`config.mk`:
```
export PLATFORM = sky130hd
export DESIGN_NAME = uart_frame_deframer_with_ack_unit
export DESIGN_NICKNAME = d
export VERILOG_FILES = /design/src/rtl/ufd_pkg.sv /design/src/rtl/ufd_front.sv /design/src/rtl/ufd_queue.sv /design/src/rtl/ufd_back.sv /design/src/rtl/uart_frame_deframer_with_ack_unit.sv
export SDC_FILE = /design/constraint.sdc
export NUM_CORES = 1
export LEC_CHECK = 0
export BUFFER_PORTS_ARGS = -buffer_cell sky130_fd_sc_hd__buf_2
export CORE_MARGIN = 2
export CORE_UTILIZATION = 45
export DETAILED_ROUTE_END_ITERATION = 16
export PLACE_DENSITY = 0.76
export SYNTH_ARGS = -nofsm -noshare
export SYNTH_HDL_FRONTEND = slang
export SYNTH_SLANG_ARGS = --single-unit
```
`constraint.sdc`:
```
create_clock -name clk -period 5 [get_ports clk]
set_input_delay 0.75 -clock clk [delete_from_list [all_inputs] [get_ports clk]]
set_output_delay 0.75 -clock clk [all_outputs]
set_load 0.02 [all_outputs]
```
`src/rtl/ufd_pkg.sv`:
```
package ufd_pkg;

  localparam int unsigned HEADER_BYTES = 7;
  localparam int unsigned ACK_BYTES    = 8;
  localparam int unsigned POS_W        = 17;
  localparam int unsigned STEP_W       = $clog2(ACK_BYTES + 1);

  localparam int unsigned QDEPTH = 2;
  localparam int unsigned QPTR_W = (QDEPTH > 1) ? $clog2(QDEPTH) : 1;
  localparam int unsigned QCNT_W = $clog2(QDEPTH + 1);

  localparam int unsigned CFG_IDX_W = 8;
  localparam logic [CFG_IDX_W-1:0] CFG_SYNC_FIRST    = 8'd0;
  localparam logic [CFG_IDX_W-1:0] CFG_SYNC_SECOND   = 8'd1;
  localparam logic [CFG_IDX_W-1:0] CFG_OWN_ACK_TYPE  = 8'd2;
  localparam logic [CFG_IDX_W-1:0] CFG_PEER_ACK_TYPE = 8'd3;

  localparam logic [7:0] SYNC_FIRST_RST    = 8'hA5;
  localparam logic [7:0] SYNC_SECOND_RST   = 8'h01;
  localparam logic [7:0] OWN_ACK_TYPE_RST  = 8'h03;
  localparam logic [7:0] PEER_ACK_TYPE_RST = 8'hFF;

  localparam logic [1:0] KIND_PAYLOAD   = 2'd0;
  localparam logic [1:0] KIND_FRAME_END = 2'd1;
  localparam logic [1:0] KIND_ACK       = 2'd2;
  localparam logic [1:0] KIND_UNUSED    = 2'd3;

  typedef enum logic [1:0] {
    PH_HUNT1 = 2'd0,
    PH_HUNT2 = 2'd1,
    PH_FRAME = 2'd2
  } phase_t;

  typedef enum logic [1:0] {
    CMD_PAYLOAD   = 2'd0,
    CMD_END_NOACK = 2'd1,
    CMD_END_ACK   = 2'd2
  } cmd_kind_t;

  typedef struct packed {
    cmd_kind_t   kind;
    logic [7:0]  data;
    logic [7:0]  ftype;
    logic [15:0] fid;
    logic [15:0] flen;
  } cmd_t;

  typedef struct packed {
    logic [7:0] sync_first;
    logic [7:0] sync_second;
    logic [7:0] own_ack_type;
    logic [7:0] peer_ack_type;
  } cfg_t;

  typedef struct packed {
    logic full;
    logic valid;
  } q_status_t;

endpackage

```
`src/rtl/ufd_front.sv`:
```
module ufd_front (
  input  logic               clk,
  input  logic               rst,
  input  ufd_pkg::cfg_t      cfg,
  input  logic               in_valid,
  input  logic [7:0]         rx_byte,
  input  ufd_pkg::q_status_t q_status,
  output logic               push,
  output ufd_pkg::cmd_t      cmd
);

  ufd_pkg::phase_t                 phase, phase_next;
  logic [ufd_pkg::POS_W-1:0]       pos, pos_next;
  logic [7:0]                      type_reg, type_reg_next;
  logic [15:0]                     length_reg, length_reg_next;
  logic [15:0]                     id_reg, id_reg_next;
  logic [ufd_pkg::POS_W-1:0]       final_pos;
  logic                            accept;
  logic                            no_ack;

  assign accept    = in_valid && !q_status.full;
  assign final_pos = {1'b0, length_reg} + ufd_pkg::POS_W'(ufd_pkg::HEADER_BYTES);
  assign no_ack    = (type_reg == cfg.own_ack_type) || (type_reg == cfg.peer_ack_type);

  always_ff @(posedge clk) begin
    if (rst) begin
      phase      <= ufd_pkg::PH_HUNT1;
      pos        <= '0;
      type_reg   <= '0;
      length_reg <= '0;
      id_reg     <= '0;
    end else begin
      phase      <= phase_next;
      pos        <= pos_next;
      type_reg   <= type_reg_next;
      length_reg <= length_reg_next;
      id_reg     <= id_reg_next;
    end
  end

  always_comb begin
    phase_next      = phase;
    pos_next        = pos;
    type_reg_next   = type_reg;
    length_reg_next = length_reg;
    id_reg_next     = id_reg;
    push            = 1'b0;
    cmd.kind        = ufd_pkg::CMD_PAYLOAD;
    cmd.data        = rx_byte;
    cmd.ftype       = type_reg;
    cmd.fid         = id_reg;
    cmd.flen        = length_reg;
    if (accept) begin
      unique case (phase)
        ufd_pkg::PH_HUNT2: begin
          // a bad second sync byte is never reused as a first one
          if (rx_byte == cfg.sync_second) begin
            phase_next = ufd_pkg::PH_FRAME;
            pos_next   = ufd_pkg::POS_W'(2);
          end else begin
            phase_next = ufd_pkg::PH_HUNT1;
            pos_next   = '0;
          end
        end
        ufd_pkg::PH_FRAME: begin
          if (pos < ufd_pkg::POS_W'(ufd_pkg::HEADER_BYTES)) begin
            if (pos == ufd_pkg::POS_W'(2)) type_reg_next = rx_byte;
            if (pos == ufd_pkg::POS_W'(3)) length_reg_next[7:0] = rx_byte;
            if (pos == ufd_pkg::POS_W'(4)) length_reg_next[15:8] = rx_byte;
            if (pos == ufd_pkg::POS_W'(5)) id_reg_next[7:0] = rx_byte;
            if (pos == ufd_pkg::POS_W'(6)) id_reg_next[15:8] = rx_byte;
            pos_next = pos + 1'b1;
          end else if (pos < final_pos) begin
            pos_next = pos + 1'b1;
            push     = 1'b1;
          end else begin
            phase_next = ufd_pkg::PH_HUNT1;
            pos_next   = '0;
            push       = 1'b1;
            cmd.kind   = no_ack ? ufd_pkg::CMD_END_NOACK : ufd_pkg::CMD_END_ACK;
          end
        end
        default: begin
          if (rx_byte == cfg.sync_first) begin
            phase_next = ufd_pkg::PH_HUNT2;
            pos_next   = ufd_pkg::POS_W'(1);
          end else begin
            phase_next = ufd_pkg::PH_HUNT1;
            pos_next   = '0;
          end
        end
      endcase
    end
  end

endmodule

```
`src/rtl/ufd_queue.sv`:
```
module ufd_queue (
  input  logic               clk,
  input  logic               rst,
  input  logic               push,
  input  ufd_pkg::cmd_t      push_cmd,
  input  logic               pop,
  output ufd_pkg::cmd_t      head,
  output ufd_pkg::q_status_t status
);

  ufd_pkg::cmd_t                mem [ufd_pkg::QDEPTH];
  logic [ufd_pkg::QPTR_W-1:0]   wr_ptr, rd_ptr;
  logic [ufd_pkg::QCNT_W-1:0]   count;
  logic                         do_push, do_pop;

  assign status.full  = (count == ufd_pkg::QCNT_W'(ufd_pkg::QDEPTH));
  assign status.valid = (count != '0);
  assign do_push      = push && !status.full;
  assign do_pop       = pop && status.valid;
  assign head         = mem[rd_ptr];

  always_ff @(posedge clk) begin
    if (do_push) mem[wr_ptr] <= push_cmd;
  end

  always_ff @(posedge clk) begin
    if (rst) begin
      wr_ptr <= '0;
      rd_ptr <= '0;
      count  <= '0;
    end else begin
      if (do_push) begin
        wr_ptr <= (wr_ptr == ufd_pkg::QPTR_W'(ufd_pkg::QDEPTH - 1)) ? '0 : wr_ptr + 1'b1;
      end
      if (do_pop) begin
        rd_ptr <= (rd_ptr == ufd_pkg::QPTR_W'(ufd_pkg::QDEPTH - 1)) ? '0 : rd_ptr + 1'b1;
      end
      if (do_push && !do_pop) count <= count + 1'b1;
      else if (do_pop && !do_push) count <= count - 1'b1;
    end
  end

endmodule

```
`src/rtl/ufd_back.sv`:
```
module ufd_back (
  input  logic               clk,
  input  logic               rst,
  input  ufd_pkg::cfg_t      cfg,
  input  ufd_pkg::cmd_t      head,
  input  ufd_pkg::q_status_t q_status,
  output logic               pop,
  output logic               out_valid,
  input  logic               out_stall,
  output logic [1:0]         kind,
  output logic [7:0]         data,
  output logic [7:0]         frame_type,
  output logic [15:0]        frame_id,
  output logic [15:0]        frame_length,
  output logic               last
);

  logic [ufd_pkg::STEP_W-1:0] step;
  logic                       load;
  logic                       last_step;
  logic [1:0]                 kind_next;
  logic [7:0]                 data_next;
  logic [7:0]                 ack_sum;
  logic [7:0]                 ack_byte;

  assign load = !out_valid || !out_stall;
  assign last_step = (head.kind != ufd_pkg::CMD_END_ACK) ||
                     (step == ufd_pkg::STEP_W'(ufd_pkg::ACK_BYTES));
  assign pop = load && q_status.valid && last_step;

  assign ack_sum = cfg.sync_first + cfg.sync_second + cfg.own_ack_type +
                   head.fid[7:0] + head.fid[15:8];

  // step 1..8 walks the ack word: sync, sync, type, 0, 0, id lo, id hi, check
  always_comb begin
    unique case (step)
      ufd_pkg::STEP_W'(1): ack_byte = cfg.sync_first;
      ufd_pkg::STEP_W'(2): ack_byte = cfg.sync_second;
      ufd_pkg::STEP_W'(3): ack_byte = cfg.own_ack_type;
      ufd_pkg::STEP_W'(6): ack_byte = head.fid[7:0];
      ufd_pkg::STEP_W'(7): ack_byte = head.fid[15:8];
      ufd_pkg::STEP_W'(8): ack_byte = 8'd0 - ack_sum;
      default:             ack_byte = 8'd0;
    endcase
  end

  always_comb begin
    unique case (head.kind)
      ufd_pkg::CMD_PAYLOAD: begin
        kind_next = ufd_pkg::KIND_PAYLOAD;
        data_next = head.data;
      end
      ufd_pkg::CMD_END_NOACK: begin
        kind_next = ufd_pkg::KIND_FRAME_END;
        data_next = head.data;
      end
      default: begin
        kind_next = (step == '0) ? ufd_pkg::KIND_FRAME_END : ufd_pkg::KIND_ACK;
        data_next = (step == '0) ? head.data : ack_byte;
      end
    endcase
  end

  always_ff @(posedge clk) begin
    if (rst) begin
      out_valid <= 1'b0;
      step      <= '0;
    end else if (load) begin
      out_valid <= q_status.valid;
      if (q_status.valid) begin
        step <= last_step ? '0 : step + 1'b1;
      end
    end
  end

  always_ff @(posedge clk) begin
    if (load && q_status.valid) begin
      kind         <= kind_next;
      data         <= data_next;
      frame_type   <= head.ftype;
      frame_id     <= head.fid;
      frame_length <= head.flen;
      last         <= last_step;
    end
  end

endmodule

```
`src/rtl/uart_frame_deframer_with_ack_unit.sv`:
```
// A payload byte passes the command queue and the output register before it shows.
// Throughput: one byte per cycle unless a stall holds it; header bytes give no word.
// A frame end with an ack drains 9 words, one a cycle unless out_stall is high,
// from a 2-entry command queue; input stalls once that queue is full.
// Reset (rst, synchronous): hunting for the first sync byte, queue and output
// empty, registers back to A5/01/03/FF.
module uart_frame_deframer_with_ack_unit (
  input  logic                            clk,
  input  logic                            rst,
  input  logic                            in_valid,
  output logic                            in_stall,
  input  logic [7:0]                      rx_byte,
  output logic                            out_valid,
  input  logic                            out_stall,
  output logic [1:0]                      kind,
  output logic [7:0]                      data,
  output logic [7:0]                      frame_type,
  output logic [15:0]                     frame_id,
  output logic [15:0]                     frame_length,
  output logic                            last,
  input  logic                            cfg_valid,
  output logic                            cfg_ready,
  input  logic [ufd_pkg::CFG_IDX_W-1:0]   cfg_index,
  input  logic [7:0]                      cfg_data
);

  ufd_pkg::cfg_t      cfg;
  ufd_pkg::cmd_t      push_cmd;
  ufd_pkg::cmd_t      head;
  ufd_pkg::q_status_t q_status;
  logic               push;
  logic               pop;

  assign cfg_ready = 1'b1;
  assign in_stall  = q_status.full;

  always_ff @(posedge clk) begin
    if (rst) begin
      cfg.sync_first    <= ufd_pkg::SYNC_FIRST_RST;
      cfg.sync_second   <= ufd_pkg::SYNC_SECOND_RST;
      cfg.own_ack_type  <= ufd_pkg::OWN_ACK_TYPE_RST;
      cfg.peer_ack_type <= ufd_pkg::PEER_ACK_TYPE_RST;
    end else if (cfg_valid && cfg_ready) begin
      unique case (cfg_index)
        ufd_pkg::CFG_SYNC_FIRST:    cfg.sync_first    <= cfg_data;
        ufd_pkg::CFG_SYNC_SECOND:   cfg.sync_second   <= cfg_data;
        ufd_pkg::CFG_OWN_ACK_TYPE:  cfg.own_ack_type  <= cfg_data;
        ufd_pkg::CFG_PEER_ACK_TYPE: cfg.peer_ack_type <= cfg_data;
        default: ;
      endcase
    end
  end

  ufd_front u_front (
    .clk      (clk),
    .rst      (rst),
    .cfg      (cfg),
    .in_valid (in_valid),
    .rx_byte  (rx_byte),
    .q_status (q_status),
    .push     (push),
    .cmd      (push_cmd)
  );

  ufd_queue u_queue (
    .clk      (clk),
    .rst      (rst),
    .push     (push),
    .push_cmd (push_cmd),
    .pop      (pop),
    .head     (head),
    .status   (q_status)
  );

  ufd_back u_back (
    .clk          (clk),
    .rst          (rst),
    .cfg          (cfg),
    .head         (head),
    .q_status     (q_status),
    .pop          (pop),
    .out_valid    (out_valid),
    .out_stall    (out_stall),
    .kind         (kind),
    .data         (data),
    .frame_type   (frame_type),
    .frame_id     (frame_id),
    .frame_length (frame_length),
    .last         (last)
  );

endmodule

```
* After elaboration in Yosys (flattened, before gate mapping)
Memories as Yosys holds them, arrays and structs flattened. A register that Yosys moved wholly into a read port is not among the register bits.
Index checks and enable logic that the tools add are counted.
** Operators by class
- Equality and inequality tests :: 25
- Reduce and logical (&&, ||, !) cells :: 32
- Mux-type cells :: 32
- $lt $le $gt $ge :: 2
- Add/subtract/negate cells :: 12
** Operators with widths (number)
- $eq 17x3->1 const B :: 3
- $pmux 8 s6 :: 1
- $eq 17x2->1 const B :: 2
- $mux 17 :: 2
- $pmux 17 s2 :: 1
- $add 8x8->8 :: 4
- $eq 8x8->1 :: 4
- $mux 2 :: 12
- $reduce_and 4->1 :: 5
- $add 16x3->17 const B :: 1
- $add 17x1->17 const B :: 1
- $lt 17x17->1 :: 1
- $lt 17x3->1 const B :: 1
- $eq 8x2->1 const B :: 2
- $mux 8 :: 2
- $mux 1 :: 11
- $reduce_and 2->1 :: 5
- $eq 4x2->1 const B :: 2
- $eq 4x3->1 const B :: 2
- $eq 8x1->1 const B :: 1
- $logic_not 8->1 :: 1
- $pmux 2 s2 :: 2
- $sub 1x8->8 const A :: 1
- $logic_and 1x1->1 :: 7
- 17 further kinds :: 29
** Storage, ports and cells
- Bits in writable memories :: 100
- Output and inout bits :: 54
- Memories kept :: 1
- Flip-flop bits (word level) :: 151
** Memories
- u_queue.mem :: words 2, bits a word 50, rd ports 1, clocked after memory_dff 1, wr ports 1, line ufd_queue.sv:11 : ufd_pkg::cmd_t mem [ufd_pkg::QDEPTH];

* Logic depth before layout (Yosys ltp)
Gate-level depths: netlist (run 1).
- Word-level depth :: 9
- Mapped depth :: 18

* Modules after synthesis
A second synthesis (run 1) with hierarchy kept.
** Unflattened totals
- Cells, all modules :: 1029
- Area total of the unflattened synthesis :: 12059.1 µm²
** By module, submodules not included
- ufd_queue :: area an instance 3814.9 µm², seq. area each 3103.0 µm², cells each 181, times used 1
- ufd_front :: area an instance 3734.8 µm², seq. area each 1181.1 µm², cells each 456, times used 1
- ufd_back :: area an instance 3178.0 µm², seq. area each 1631.6 µm², cells each 264, times used 1
- uart_frame_deframer_with_ack_unit :: area an instance 1331.3 µm², seq. area each 640.6 µm², cells each 128, times used 1

* Least setup slack after synthesis (run 1)
Ideal clock, no wire load.
- Kind :: input port to flip-flop
- Start point :: input port in_valid
- End point :: memory u_queue.mem[0][0] (netlist bit), enable pin
- Data arrival time :: 4.516 ns
- Stages on the path :: 2
- Required time :: 4.481 ns
- Setup time :: 0.519 ns
- Buffers on the path :: 0
- Setup slack :: -0.035 ns
- Path through :: nand3_1 -> nor3_1
** Between the ends
- Longest elaborated chain between the ends :: 5
** Ends and longest elaborated chain
- start: declaration :: line uart_frame_deframer_with_ack_unit.sv:10 : input logic in_valid,
- $logic_and 1x1->1 :: line ufd_front.sv:21 : assign accept = in_valid && !q_status.full;
- $mux 1 :: line ufd_front.sv:53 : if (accept) begin
- $logic_and 1x1->1 :: line ufd_queue.sv:18 : assign do_push = push && !status.full;
- $mux 1 :: line ufd_queue.sv:23 : if (do_push) mem[wr_ptr] <= push_cmd;
- $mux 1 (not written as such) :: line ufd_queue.sv:23
- end: declaration :: line ufd_queue.sv:11
Every way passes these cells.

==> results of run 1 <==
==> critical path, stage by stage, from the launching register on <==
cell and delay [ps]:
dfxtp_2 540, mux2i_1 440, fa_1 510, fa_1 550, inv_1 60, fa_1 580
inv_1 60, ha_1 310, a211oi_1 330, o21bai_1 120, a21oi_1 200, xnor2_1 100
nand3_1 80, o211ai_1 80
==> per-stage QoR <==
step	instance area, µm²	hold slack (ps)	setup slack (ps)	cells	utilization
floorplan	11600	425	162	950	-
global placement	12400	433	846	1332	0.491
detailed placement	12400	436	800	1332	0.491
CTS	13300	445	790	1380	0.526
global route	13300	461	507	1380	0.526
finish	13300	447	777	1380	0.526
==> cell type report <==
| class | count | area (µm²) |
|---|---|---|
| clock buffers | 34 | 731 |
| flip-flops and latches | 252 | 6560 |
| clock inverters | 14 | 149 |
| well taps | 330 | 413 |
| inverters | 70 | 263 |
| repair buffers | 92 | 488 |
| fillers | 2110 | 12000 |
| multi-input cells | 588 | 4680 |
==> logic make-up (layout without fill, tap and decap cells) <==
group | Yosys count | count (layout) | synth area share
flip-flops | 252 | 252 | 0.563
AND/OR/NAND/NOR | 232 | 232 | 0.0991
multiplexers | 117 | 117 | 0.104
AO/OA/AOI/OAI | 110 | 110 | 0.0665
buffers and inverters | 110 | 210 | 0.0365
XOR/XNOR | 67 | 67 | 0.0516
adder cells (fa/ha/maj) | 61 | 61 | 0.0785
other | 1 | 1 | 0.000322
==> cells in the final DEF, fill, tap and decap left out, drive strengths merged, types with 7 or more instances in the layout <==
cell      n
dfxtp   101
ha       41
nand3    20
clkinv    8
inv      72
xnor2    31
nor2b     9
mux2i    84
mux2     33
edfxtp  151
o211ai    8
o21ai    11
fa       20
clkbuf   34
nor2     90
xor2     35
and2      7
nor4     10
a21oi    25
a221o     9
nor3     11
nand4    13
nand2    47
a22oi     8
buf      92
a211oi    8
==> power by group through the flow <==
stage	registers (µW)	logic, µW	clock network (µW)
floorplan	2220	33.2	0
global placement	2220	65.2	0
detailed placement	2220	66.6	0
CTS	2180	67.1	1970
global route	2180	71.5	2050
finish	2180	67.4	1940
==> how the worst max path moves through the flow <==
stage / slack (ps) / cells after the start / to
finish: 780 / 13 / u_back.data[7]$_DFFE_PP_
detailed placement: 800 / 13 / u_back.data[7]$_DFFE_PP_
global route: 510 / 14 / u_back.data[7]$_DFFE_PP_
CTS: 790 / 14 / u_back.data[7]$_DFFE_PP_
global placement: 850 / 14 / u_back.data[7]$_DFFE_PP_
floorplan: 160 / 6 / u_queue.count[1]$_SDFFE_PP0P_
==> layer usage <==
layer | routed length [µm] | share of wire | up-vias | track usage
met1 | 11700 | 0.43 | 3786 | 0.268
met4 | 548 | 0.020 | 2 | 0.0526
met2 | 13100 | 0.48 | 227 | 0.331
li1 | - | - | 3561 | -
met5 | 13 | 0.00048 | - | 0
met3 | 1700 | 0.063 | 39 | 0.0349
==> metrics.md, run 1 <==
| Metric | Value |
|---|---|
| Psw | roughly 850 µW |
| DR WL/cell | just under 20 µm |
| Max_slew headroom | 0.246 |
| Total grt overflow | 0 |
| FF-to-FF setup slack | 780 ps |
| H-tree lvl count | 1 |
| Top cells by area, synth | edfxtp_1 (39%), dfxtp_1 (17%), mux2i_1 (7.2%), ha_1 (4.4%), fa_1 (3.4%) |
| Setup crit start kind | flip-flop |
| IR drop worst, VDD | around 240 µV |
| Synth Register Bits | 252 |
| Endpoint, Worst Hold | u_queue.mem[0][30]$_DFFE_PP_ |
| Initial Util | 0.461 |
| Dominant synthesized flop cell | edfxtp_1 |
| Cts repair resizes | 0 |
| First-pass GRT wire length | approximately 40000 µm |
| Yosys top cell by area | edfxtp_1 |
| Worst r2r path cells | 13 |
| Yosys top cell area share | 0.390 |
| Die W | about 160 µm |
| LEAKAGE | 0.00527 µW |
| Routed vias/inst | roughly 5.5 |
| Synth top cells by count | edfxtp_1 (151), dfxtp_1 (101), nor2_1 (90), mux2i_1 (84), inv_1 (70) |
| CTS Buffer Depth | 3 |
| Pre-Repair DR Iteration Count | 5 |
| PortBufs | slightly above 80 |
| Mapped Area | between 10000 and 15000 µm² |
| Clk_skew | approximately 7.1 ps |
| Sequential share of power | 0.520 |
| Count leader, synth | edfxtp_1 |
| Worst-Margin Slew | around 1100 ps |
| Fmax | 237 MHz |
| Worst-path clk slew | around 70 ps |
| Required time worst endpoint | about 5300 ps |
| Outcome | completed |
| Unrepaired setup endpoints after global routing | false |
| Switching Share | 0.203 |
| Comb pwr share | 0.016 |
| Post-Synthesis Cells | 950 |
| NumNets Final | about 1100 |
| Root buf cell | clkbuf_16 |
| DP HPWL | 18700 µm |
| Kind of critical path | flip-flop to flip-flop |
| GP Congestion | ~0.91 |
| Ys async rst share | 0 |
| Syn_area_per_cell | between 10 and 15 µm² |
| Final hold violations | 0 |
| Path type of the worst min-delay path | flip-flop to flip-flop |
| Min cycle time layout | between 4000 and 5000 ps |
| IO Count | 83 |
| Pwr dens | between 300 and 400 nW/µm² |
| TritonCTS clock tree | yes |
| Largest Register | u_queue.mem |
| Synthesized net count | 1040 |
| Biggest regs | u_queue.mem: 100 flops, cfg: 32 flops, u_front.pos: 17 flops |
| Pin count of the biggest net entering global routing | 73 |
| Distinct cell type count after synthesis | between 50 and 60 |
| Clock latency on the worst-skew pair | approximately 530 ps |
| Area growth, synth to finish | 14.1% |
| Internal power | about 3300 µW |
| Initial antenna violation count | 1 |
| Routed vias | ~7600 |
| Vias in the first global route | approximately 7400 |
| DRT antenna net count | 0 |
| Final setup vio count | 0 |
| Element type at the critical path end | flip-flop |
| Routed Wire Length | about 27000 µm |
| GRT Util Overall | 0.198 |
| Die area | between 20000 and 30000 µm² |
| Number of flip-flops under the largest register name | 100 |
| R2R Path End | u_back.data[7]$_DFFE_PP_ |
| Share of layout cells above drive strength 1 | 0.170 |
| Clock sinks | 252 |
| Final setup TNS | 0 ps |
| Hold path start | u_front.id_reg[14]$_SDFFE_PP0P_ |
| Min-Delay Path Depth | 0 |
| Pins Over Slew Limit | 0 |
| Sequential share of the synthesized area | 0.563 |
| Arrival time worst endpoint | about 4500 ps |
| Tcrit/Tclk final | 0.845 |
| Drc violations | 0 |
| Cts bufs inserted | 26 |
| Die Y | 165 µm |
| Tot Pwr | about 4200 µW |
| Core area | about 25000 µm² |
| Max-Cap Viols | 0 |
| DRT iter0 DRCs | 618 |
| Largest fanout on the critical path | 13 |
| Clock share of power | 0.463 |
| Number of synthesized flops with an enable pin | 151 |
| Post-CTS Setup Bufs | 0 |
| Rows | slightly below 60 |
| Antenna cells | 0 |
| Cts hold-fix bufs | 0 |
| Synth Warn # | 0 |
No activity file was read; power rests on OpenSTA's default activity.
==> run 2, diff against run 1 <==
--- a/config.mk
+++ b/config.mk
@@ -9,7 +9,7 @@
 export CORE_MARGIN = 2
 export CORE_UTILIZATION = 45
 export DETAILED_ROUTE_END_ITERATION = 16
-export PLACE_DENSITY = 0.76
+export PLACE_DENSITY = 0.73
 export SYNTH_ARGS = -nofsm -noshare
 export SYNTH_HDL_FRONTEND = slang
 export SYNTH_SLANG_ARGS = --single-unit
==> constraint.sdc (replaced) <==
create_clock -name clk -period 4.1 [get_ports clk]
set_input_delay 0.615 -clock clk [delete_from_list [all_inputs] [get_ports clk]]
set_output_delay 0.615 -clock clk [all_outputs]
set_load 0.02 [all_outputs]
==> run 2 against run 1 <==
Worst setup slack got worse by 580 ps; die area stayed put; via count decreased by 0.25%; clock power up 23%; sequential cell count did not move; core utilization is 0.92 points higher; worst hold slack lost 84 ps; clock skew up 5.4 ps; sequential share of layout area is 0.83 points lower; final cell count is 1.5% higher; clock-buffer cell count increased by 6; power up 22%; highest routed layer is now met4.
==> metrics.md, run 2 (synthesized netlist as in run 1, its figures left out) <==
| Metric | Value |
|---|---|
| Outcome | completed |
| Root buf cell | clkbuf_16 |
| CP most frequent cell | inv_1 |
| Clock latency on the worst-skew pair | 520 ps (about the same) |
| Total grt overflow | 0 (unchanged) |
| Max_slew headroom | 0.218 (-0.0285) |
| Slowest CP cell | fa_1 |
| DR WL/cell | 19.5 µm (-0.52%) |
| Number of flip-flops under the largest register name | 100 (unchanged) |
| Routed vias | 7596 (-0.25%) |
| Final setup TNS | 0 ps (unchanged) |
| Critical Path, Cell by Cell | mux2_4, fa_1, inv_1, fa_1, inv_1, fa_1, inv_1, ha_2, inv_1, fa_2, inv_1, a21o_1, a21oi_2, xor2_1, o211ai_1, o2bb2ai_1 |
| Pins Over Slew Limit | 0 (unchanged) |
| Largest delay share family, worst path | adder cells |
| Unrepaired setup endpoints after global routing | false |
| Final setup margin | 192 ps (-585 ps) |
| Element type at the critical path end | flip-flop |
| CP peak stage delay | 530 ps (-50 ps) |
| Biggest regs | u_queue.mem: 100 flops, cfg: 32 flops, u_front.pos: 17 flops |
| Area post-placement | 12500 µm² (+1.0%) |
| LEAKAGE | 0.00530 µW (+0.57%) |
| Final setup vio count | 0 (unchanged) |
| CTS Buffer Depth | 3 (unchanged) |
| Die W | 165 µm (unchanged) |
| Path type of the worst min-delay path | input port to flip-flop |
| Final hold violations | 0 (unchanged) |
| Pin count of the biggest net entering global routing | 56 (-23%) |
| DRT iter0 DRCs | 640 (+3.6%) |
| Clock sinks | 252 (unchanged) |
| Crit path buffers/inverters | 5 (+3) |
| Pwr dens | 379 nW/µm² (+20%) |
| H-tree lvl count | 1 (unchanged) |
| Most common cell after layout, fill and taps aside | edfxtp_1 |
| Required time worst endpoint | 4360 ps (-910 ps) |
| Pre-Repair DR Iteration Count | 5 (unchanged) |
| Arrival time worst endpoint | 4170 ps (-320 ps) |
| Core area | 25300 µm² (unchanged) |
| Routed vias/inst | 5.42 (-1.7%) |
| Clock share of power | 0.465 (+0.002) |
| Tcrit/Tclk final | 0.953 (+0.109) |
| GRT Util Overall | 0.200 (+0.00174) |
| Largest Register | u_queue.mem |
| First-pass GRT wire length | 41800 µm (+1.3%) |
| DRT antenna net count | 0 (unchanged) |
| Area growth, synth to finish | 16.1% |
| Share of layout cells above drive strength 1 | 0.193 (+0.0220) |
| Cts bufs inserted | 26 (unchanged) |
| Most frequent cells in the layout | edfxtp_1 (151), dfxtp_1 (100), nor2_1 (90) |
| Drc violations | 0 (unchanged) |
| Worst-path clk slew | 60 ps (about the same) |
| IO Count | 83 (unchanged) |
| Largest fanout on the critical path | 6 (-7) |
| Clk_skew | 12.4 ps (+5.36 ps) |
| Sequential share of power | 0.519 (about the same) |
| GP Congestion | 0.939 (+3.3%) |
| Max-Cap Viols | 0 (unchanged) |
| NumNets Final | 1140 (+1.8%) |
| Setup crit start kind | flip-flop |
| Initial Util | 0.461 (unchanged) |
| Psw | 1000 µW (+18%) |
| Die area | 27200 µm² (unchanged) |
| Comb pwr share | 0.016 (about the same) |
| Min-Delay Path Depth | 3 (+3) |
| Post-Place Setup Slack | -68.7 ps (-869 ps) |
| PortBufs | 81 (unchanged) |
| Rows | 58 (unchanged) |
| Fin area | 13500 µm² (+1.7%) |
| Kind of critical path | flip-flop to flip-flop |
| Worst path depth | 16 (+3) |
| Initial antenna violation count | 0 (-1) |
| Min cycle time layout | 3910 ps (-315 ps) |
| Worst-Margin Slew | 1160 ps (+42.4 ps) |
| Vias in the first global route | 7412 (-0.094%) |
| Internal power | 4120 µW (+23%) |
| DP HPWL | 18800 µm (+0.77%) |
| Worst r2r path cells | 16 (+3) |
| Die Y | 165 µm (unchanged) |
| IR drop worst, VDD | 360 µV (+48%) |
| FILL cells | 2122 (+0.57%) |
| TritonCTS clock tree | yes |
| Switching Share | 0.196 (-0.00698) |
| Routed Wire Length | 27300 µm (+1.0%) |
| Fmax | 256 MHz (+8.1%) |
| Hold_ws | 363 ps (-83.8 ps) |
## run 2: cell types whose count changed in the layout (fill, tap and decap cells not counted), moves of 2 or more
cell | before | now
clkbuf_1 | 3 | 6
buf_4 | 11 | 27
clkbuf_4 | 0 | 2
mux2_4 | 0 | 3
clkinv_2 | 1 | 4
buf_6 | 0 | 2
mux2i_1 | 84 | 82
clkinvlp_4 | 2 | 0
clkbuf_16 | 26 | 28
mux2i_2 | 0 | 2
clkinv_1 | 4 | 0
mux2_2 | 33 | 30
## run 2: area by class of cell
| cell class | count | area (µm²) | area share |
|---|---|---|---|
| multi-input cells | 588 | 4720 | 0.349 |
| diodes | 1 | 2.50 | 0.000185 |
| well taps | 330 | 413 | 0.0306 |
| inverters | 70 | 263 | 0.0194 |
| clock buffers | 40 | 782 | 0.0579 |
| repair buffers | 112 | 683 | 0.0506 |
| flip-flops and latches | 252 | 6560 | 0.485 |
| clock inverters | 8 | 95.1 | 0.00704 |
## run 2: worst paths after layout
path | end | from | slack [ps]
hold reg to reg | u_queue.mem[0][23]$_DFFE_PP_ | u_front.id_reg[7]$_SDFFE_PP0P_ | 460
setup / recovery | u_back.data[6]$_DFFE_PP_ | flip-flop | 190
hold / removal | cfg[8]$_SDFFE_PP1P_ | cfg_data[0] | 360
setup reg to reg | u_back.data[6]$_DFFE_PP_ | flip-flop | 190
## run 2: stage by stage
| step | power (µW) | util | std cells |
|---|---|---|---|
| floorplan | 2750 | - | 950 |
| global placement | 2790 | 0.496 | 1349 |
| detailed placement | 2790 | 0.496 | 1349 |
| CTS | 5150 | 0.531 | 1397 |
| global route | 5260 | 0.535 | 1400 |
| finish | 5120 | 0.535 | 1401 |
## run 2: per-layer routing
metal | vias up | GRT usage | wire length (µm)
met3 | 55 | 0.0364 | 1970
li1 | 3602 | - | -
met2 | 263 | 0.315 | 12500
met5 | - | 0 | 0
met1 | 3676 | 0.279 | 11900
met4 | 0 | 0.0684 | 919
## run 2: power by group through the flow
stage	logic (µW)	registers [µW]	clock network [µW]
floorplan	40.5	2710	0
detailed placement	80.6	2710	0
finish	82.6	2660	2380
global route	88.2	2660	2520
global placement	79.4	2710	0
CTS	80.8	2660	2410
## run 2: tightest hold or removal path, cell delays in order
cell     delay, ps
buf_2          120
mux2i_1         70
nand2_1         60
## run 2: repair_timing
item                       in CTS  in global routing
hold buffers                    0                  0
gates cloned                    0                  1
setup endpoints to repair       1                  5
resized for setup               1                 19
setup buffers                   0                  2
